### src/rtl/core/chpr_pkg.sv
package chpr_pkg;

  // field widths
  localparam int unsigned LABEL_W   = 4;
  localparam int unsigned CHAN_W    = 8;
  localparam int unsigned RANGE_W   = 8;
  localparam int unsigned CNT_W     = 18;
  localparam int unsigned CFG_ADDR_W = 2;
  localparam int unsigned CFG_DATA_W = 4;
  localparam int unsigned SEL_W     = 2;

  // histogram geometry and saturation
  localparam int unsigned NUM_BINS   = 256;
  localparam int unsigned BIN_W      = $clog2(NUM_BINS);
  localparam int unsigned IDX_W      = BIN_W + 1;
  localparam int unsigned MAX_PIXELS = 131072;

  // floor(x / 10) as (x * DIV_RECIP) >> DIV_SHIFT, exact for x below 2**22
  localparam int unsigned DIV_RECIP = 838861;
  localparam int unsigned REC_W     = 20;
  localparam int unsigned DIV_SHIFT = 23;

  // configuration register indexes
  localparam logic [CFG_ADDR_W-1:0] CFG_CLUSTER = 2'd0;
  localparam logic [CFG_ADDR_W-1:0] CFG_CHANNEL = 2'd1;

  // channel selector codes
  localparam logic [SEL_W-1:0] CH_HUE = 2'd0;
  localparam logic [SEL_W-1:0] CH_SAT = 2'd1;

  // microprogram step addresses
  localparam int unsigned STEP_W = 4;
  localparam logic [STEP_W-1:0] S_IDLE    = 4'd0;
  localparam logic [STEP_W-1:0] S_INC     = 4'd1;
  localparam logic [STEP_W-1:0] S_PK0     = 4'd2;
  localparam logic [STEP_W-1:0] S_PK      = 4'd3;
  localparam logic [STEP_W-1:0] S_THR     = 4'd4;
  localparam logic [STEP_W-1:0] S_DN_RD   = 4'd5;
  localparam logic [STEP_W-1:0] S_DN_CK   = 4'd6;
  localparam logic [STEP_W-1:0] S_UP_RD   = 4'd7;
  localparam logic [STEP_W-1:0] S_UP_CK   = 4'd8;
  localparam logic [STEP_W-1:0] S_OUT     = 4'd9;
  localparam logic [STEP_W-1:0] S_CLR     = 4'd10;

  typedef enum logic [3:0] {
    OP_ACCEPT,
    OP_INC,
    OP_PK_READ,
    OP_PK_SCAN,
    OP_THR,
    OP_DN_READ,
    OP_DN_CHECK,
    OP_UP_READ,
    OP_UP_CHECK,
    OP_EMIT,
    OP_CLEAR
  } op_e;

  typedef enum logic [3:0] {
    C_NEVER,
    C_NO_XFER,
    C_NOT_LAST,
    C_SCAN_MORE,
    C_IDX_MORE,
    C_LO_ZERO,
    C_HI_TOP,
    C_GE_THR,
    C_OUT_BUSY
  } cond_e;

  // one control word: datapath op, jump condition, jump target, fall-through
  typedef struct packed {
    op_e               op;
    cond_e             cond;
    logic [STEP_W-1:0] jmp;
    logic [STEP_W-1:0] nxt;
  } ctrl_t;

  // datapath status seen by the sequencer
  typedef struct packed {
    logic xfer;
    logic last;
    logic scan_more;
    logic idx_more;
    logic lo_zero;
    logic hi_top;
    logic ge_thr;
    logic out_busy;
  } flags_t;

  function automatic ctrl_t useq_rom(logic [STEP_W-1:0] step);
    ctrl_t w;
    unique case (step)
      S_IDLE:  w = '{op: OP_ACCEPT,   cond: C_NO_XFER,   jmp: S_IDLE,  nxt: S_INC};
      S_INC:   w = '{op: OP_INC,      cond: C_NOT_LAST,  jmp: S_IDLE,  nxt: S_PK0};
      S_PK0:   w = '{op: OP_PK_READ,  cond: C_NEVER,     jmp: S_PK0,   nxt: S_PK};
      S_PK:    w = '{op: OP_PK_SCAN,  cond: C_SCAN_MORE, jmp: S_PK,    nxt: S_THR};
      S_THR:   w = '{op: OP_THR,      cond: C_NEVER,     jmp: S_THR,   nxt: S_DN_RD};
      S_DN_RD: w = '{op: OP_DN_READ,  cond: C_LO_ZERO,   jmp: S_UP_RD, nxt: S_DN_CK};
      S_DN_CK: w = '{op: OP_DN_CHECK, cond: C_GE_THR,    jmp: S_DN_RD, nxt: S_UP_RD};
      S_UP_RD: w = '{op: OP_UP_READ,  cond: C_HI_TOP,    jmp: S_OUT,   nxt: S_UP_CK};
      S_UP_CK: w = '{op: OP_UP_CHECK, cond: C_GE_THR,    jmp: S_UP_RD, nxt: S_OUT};
      S_OUT:   w = '{op: OP_EMIT,     cond: C_OUT_BUSY,  jmp: S_OUT,   nxt: S_CLR};
      S_CLR:   w = '{op: OP_CLEAR,    cond: C_IDX_MORE,  jmp: S_CLR,   nxt: S_IDLE};
      default: w = '{op: OP_CLEAR,    cond: C_NEVER,     jmp: S_CLR,   nxt: S_CLR};
    endcase
    return w;
  endfunction

endpackage

### src/rtl/core/chpr_useq.sv
module chpr_useq (
  input  logic              clk_i,
  input  logic              rst_ni,
  input  chpr_pkg::flags_t  flags_i,
  output chpr_pkg::ctrl_t   ctrl_o
);

  logic [chpr_pkg::STEP_W-1:0] step_q, step_d;
  chpr_pkg::ctrl_t             ctrl;
  logic                        take;

  assign ctrl = chpr_pkg::useq_rom(step_q);

  always_comb begin
    unique case (ctrl.cond)
      chpr_pkg::C_NEVER:     take = 1'b0;
      chpr_pkg::C_NO_XFER:   take = !flags_i.xfer;
      chpr_pkg::C_NOT_LAST:  take = !flags_i.last;
      chpr_pkg::C_SCAN_MORE: take = flags_i.scan_more;
      chpr_pkg::C_IDX_MORE:  take = flags_i.idx_more;
      chpr_pkg::C_LO_ZERO:   take = flags_i.lo_zero;
      chpr_pkg::C_HI_TOP:    take = flags_i.hi_top;
      chpr_pkg::C_GE_THR:    take = flags_i.ge_thr;
      chpr_pkg::C_OUT_BUSY:  take = flags_i.out_busy;
      default:               take = 1'b0;
    endcase
    step_d = take ? ctrl.jmp : ctrl.nxt;
  end

  // reset enters the clearing loop
  always_ff @(posedge clk_i or negedge rst_ni) begin
    if (!rst_ni) begin
      step_q <= chpr_pkg::S_CLR;
    end else begin
      step_q <= step_d;
    end
  end

  assign ctrl_o = ctrl;

endmodule

### config.mk
export PLATFORM = sky130hd
export DESIGN_NAME = chpr_useq
export DESIGN_NICKNAME = d
export VERILOG_FILES = /design/src/rtl/core/chpr_pkg.sv /design/src/rtl/core/chpr_useq.sv
export SDC_FILE = /design/constraint.sdc
export NUM_CORES = 1
export LEC_CHECK = 0
export ABC_CLOCK_PERIOD_IN_PS = 6700
export BUFFER_PORTS_ARGS = -buffer_cell sky130_fd_sc_hd__buf_2
export CAP_MARGIN = 20
export CORE_AREA = 4 4 41 43
export CTS_CLUSTER_SIZE = 40
export DETAILED_ROUTE_END_ITERATION = 7
export DIE_AREA = 0 0 45 47
export PLACE_DENSITY = 0.82
export SYNTH_ARGS = -nofsm -noshare
export SYNTH_HDL_FRONTEND = slang
export SYNTH_SLANG_ARGS = --single-unit
export TNS_END_PERCENT = 20
### constraint.sdc
create_clock -name clk_i -period 6.7 [get_ports clk_i]
set_input_delay 1.34 -clock clk_i [delete_from_list [all_inputs] [get_ports clk_i]]
set_output_delay 1.34 -clock clk_i [all_outputs]
set_load 0.05 [all_outputs]
[Word level (Yosys, flattened, before mapping)]
Memories as Yosys holds them, arrays and structs flattened.
Cells that the tools add are included.
Cells by class
  equality and inequality tests: 8
  mux-type cells: 2
  reduce and logical (&&, ||, !) cells: 2
Operator list (count)
  equality test 4 x 3 -> 1 bit (second input constant): 4
  equality test 4 x 2 -> 1 bit (second input constant): 2
  one-hot mux 1 bit (8 select lines): 1
  equality test 4 x 1 -> 1 bit (second input constant): 1
  equality test 4 bit (second input constant): 1
  2-to-1 mux 4 bit: 1
  zero test 1 bit: 2
Word-level totals
  register bits: 4
  ROM bits: 256
  input bits: 10
  output and inout bits: 16
  word-level logic and storage cells: 14
  memories kept: 1
Memories
  (no name shown): depth 16, bits a word 16, rd ports 1, clocked after Yosys merged registers in 0, write ports 0, RTL line chpr_pkg.sv:93  | unique case (step)

[Longest topological paths before layout]
An unclocked memory read counts as a cell.
  depth after elaboration: 4
  mapped depth: 8
  mapped depth without buffers: 8

[Least setup slack after synthesis]
No wires, ideal clock.
  kind: register -> output
  from: register step_q[1] (netlist name)
  to: output port ctrl_o[8] (netlist name)
  arrival: 2.312 ns
  required time: 5.360 ns
  path slack: 3.048 ns
  stages on the path, launching flop included: 5
  buffers on the path: 0
  cell sequence: dfstp_2 inv_1 ha_1 xor2_2 o21ai_0
RTL lines
  start, declared: RTL line chpr_useq.sv:8  | logic [chpr_pkg::STEP_W-1:0] step_q, step_d;
  start signal, assigned: RTL line chpr_useq.sv:33  | step_q <= chpr_pkg::S_CLR;
  start signal, assigned: RTL line chpr_useq.sv:35  | step_q <= step_d;
  end, declared: RTL line chpr_useq.sv:5  | output chpr_pkg::ctrl_t ctrl_o

==> results by group <==
Run status
  • Status: completed

Logic synthesis
  • Most repeated cell in the gate-level netlist after synthesis: a21oi_1
  • Mean Syn Cell Area: roughly 7.9 um2
  • Share of the synthesized area in the top cell type: a little under an eighth
  • Synth area leaders: ha_1 (12%), dfstp_2 (8.3%), dfrtp_1 (7.9%), mux2_1 (7.1%), a21oi_1 (6.3%)
  • Synth Net Count: 96
  • Number of enable flip-flop cells after synthesis: 0
  • Share of flip-flops with an asynchronous set or reset: 100%
  • Combined area of all synthesized cells: 631 um2
  • Commonest cells post-synth: a21oi_1 (8), ha_1 (6), nor2_1 (6)
  • Post-synthesis cell type with the largest combined area: ha_1
  • Share of synthesized area occupied by flip-flops and latches: ~16%
  • Netlist cell types: 33
  • Cell count after synthesis: 80
  • Most used DFF post-synth: dfstp_2
  • Yosys warns: 0
  • #FFs+latches synth: 4

Timing
  • Clock skew: approximately 0.0026 ns
  • Final-report hold violation count: 0
  • Number of endpoints failing setup at the final stage: 0
  • Least-Margin Pin Slew: roughly 0.64 ns
  • Maximum clock frequency: 0.298 GHz
  • Hold Worst Slack: 0.769 ns
  • Ratio of final minimum period to clock period: between 50% and 60%
  • Final sum of negative setup slack: 0 ns
  • Final critical delay including setup and external delays: between 3 and 4 ns
  • Slew Limit Fails: 0
  • RSZ-0062 raised after global routing: false
  • Slew headroom: approximately 58%

Global route
  • Global router's overall resource usage: between 10% and 20%
  • Wire length of the first global-routing pass: roughly 2.7 mm
  • GRT Residual Overflow: 0
  • Largest net degree at the start of global routing: 23
  • Number of global-route vias before repair: 598
  • Number of antenna violations at the first check in global routing: 0

Floorplan
  • Area inside the core boundary: 0.00130 mm2
  • Number of rows in the core area: 13
  • Die Ht: approximately 47 um
  • Count of boundary I/O pins: 26
  • Initial core utilization: 48.5%
  • Die W: between 40 and 50 um
  • Die area: 0.00212 mm2

Worst setup path
  • Library cell contributing the largest single delay on the critical path: dfrtp_1
  • Kind of critical path: reg -> out
  • Worst stage delay on the critical path: roughly 0.41 ns
  • Critical path data required time: between 5 and 6 ns
  • Worst EP arrival: ~2.0 ns
  • Worst-path maximum fanout: 7
  • CP Launch Type: register
  • Cells along the critical path: inv_1 > ha_1 > nor2b_1 > nand2_1 > o21ai_1 > buf_2
  • Sort of element at the end of the critical path: primary output

Finish
  • Final cell count without fillers: 119
  • Area growth from synthesis to final layout: 22.0%
  • Share of cells above drive strength 1: about a third
  • Antenna cells: 0
  • Layout net count: approximately 120
  • Flip-flop count of the largest register after layout: 4
  • Top flop regs: step_q: 4 flops
  • Layout filler cell count: 130
  • Biggest register: step_q

Clocking
  • Cts bufs inserted: 3
  • Root buffer selected by CTS: clkbuf_4
  • Later-pin clock latency in the skew report: roughly 0.24 ns
  • Clock sinks: 4
  • CTS H-tree depth: 1
  • Post-CTS setup buffer count: 0
  • Buffer depth of the longest clock path: 2
  • CTS clk-pin slew, worst paths: roughly 0.04 ns
  • CTS tree: built
  • Post-CTS Resized: 0
  • CTS hold repair buffers: 0

Detailed routing
  • Mean routed wirelength per cell: around 14 um
  • Number of design-rule violations left by the first detailed-router iteration: 14
  • Pre-antenna DRT Iters: 4
  • Number of vias per cell after detailed routing: 5.82
  • Wire length after detailed routing: 1.69 mm
  • Number of nets with antenna violations after detailed routing: 0
  • Vias: 693
  • Remaining design rule violation count: 0

Flow run
  • Number of violations of the max-capacitance limit: 0

Placement
  • Placer's final routability congestion estimate: 0.811
  • Placed instance count: between 100 and 150
  • Sum of net half-perimeters after detailed placement: roughly 1.3 mm
  • Buffers on Ports: 25

Hold path
  • Worst hold path class: reg -> reg
## cell type report
| type | instances | area [um2] | share of cell area [%] |
|---|---|---|---|
| Sequential cell | 4 | 103 | 13.3 |
| Tap cell | 15 | 18.8 | 2.44 |
| Timing Repair Buffer | 25 | 125 | 16.3 |
| Clock buffer | 3 | 22.5 | 2.93 |
| Inverter | 5 | 18.8 | 2.44 |
| Multi-Input combinational cell | 67 | 482 | 62.6 |
## cell families after synthesis
logic type                 count (synthesis)  share of synthesized area (%)
xor gates and xnor gates                   2                           3.97
buffers and inverters                      9                           7.34
adders and majority gates                  6                           11.9
muxes                                      8                           13.5
and+or+nand+nor                           24                           19.0
AOI/OAI and AO/OA                         27                           28.0
DFF                                        4                           16.3
## final timing paths
kind,startpoint,end,slack [ns],cells after the start
setup / recovery,step_q[0],ctrl_o[9],3.35,6
hold / removal,step_q[1],step_q[0],0.77,2
setup reg to reg,step_q[1],step_q[2],3.91,8
hold reg to reg,step_q[1],step_q[0],0.77,2
max in group asynchronous,rst_ni,step_q[3],5.60,1
min in group asynchronous,rst_ni,step_q[0],0.89,1
## layout by cell type (no fill, tap or decap), types with 2 or more instances in the layout
master | netlist | layout
buf_2 | 1 | 25
a21oi_1 | 8 | 8
nor2_1 | 6 | 6
ha_1 | 6 | 6
nand2_1 | 5 | 5
o21ai_1 | 5 | 5
mux2i_1 | 4 | 4
o21ai_0 | 4 | 4
mux2_1 | 4 | 4
nor2b_1 | 3 | 3
nand2b_1 | 3 | 3
inv_1 | 3 | 3
nor3_1 | 3 | 3
clkbuf_4 | 0 | 3
inv_2 | 2 | 2
o22ai_1 | 2 | 2
a2bb2oi_1 | 2 | 2
dfrtp_1 | 2 | 2
dfstp_2 | 2 | 2
## routing by layer
layer	vias to the layer above	global-route usage, %	share of wire [%]
li1	340	-	-
met1	323	23.1	43
met5	-	0	0
met3	5	2.68	6.5
met4	0	10.5	2.8
met2	25	27.4	48
## per-stage QoR
step	utilization [%]	area, um2	worst slack (ns)
2_1_floorplan	-	631	3.05
3_3_place_gp	57.4	747	3.65
3_5_place_dp	57.4	747	3.61
4_1_cts	59.1	769	3.34
5_1_grt	59.1	769	3.22
6_report	59.1	769	3.35
## critical path, delay by kind of cell (launching register included)
family / cells / cell delay [ns]
adders and majority gates: 1 / 0.32
AOI/OAI and AO/OA: 1 / 0.20
buffers and inverters: 2 / 0.52
and+or+nand+nor: 2 / 0.31
DFF: 1 / 0.41
Power is not shown: default switching activity piles up to over one toggle a cycle in this logic, so the estimate is an artifact.
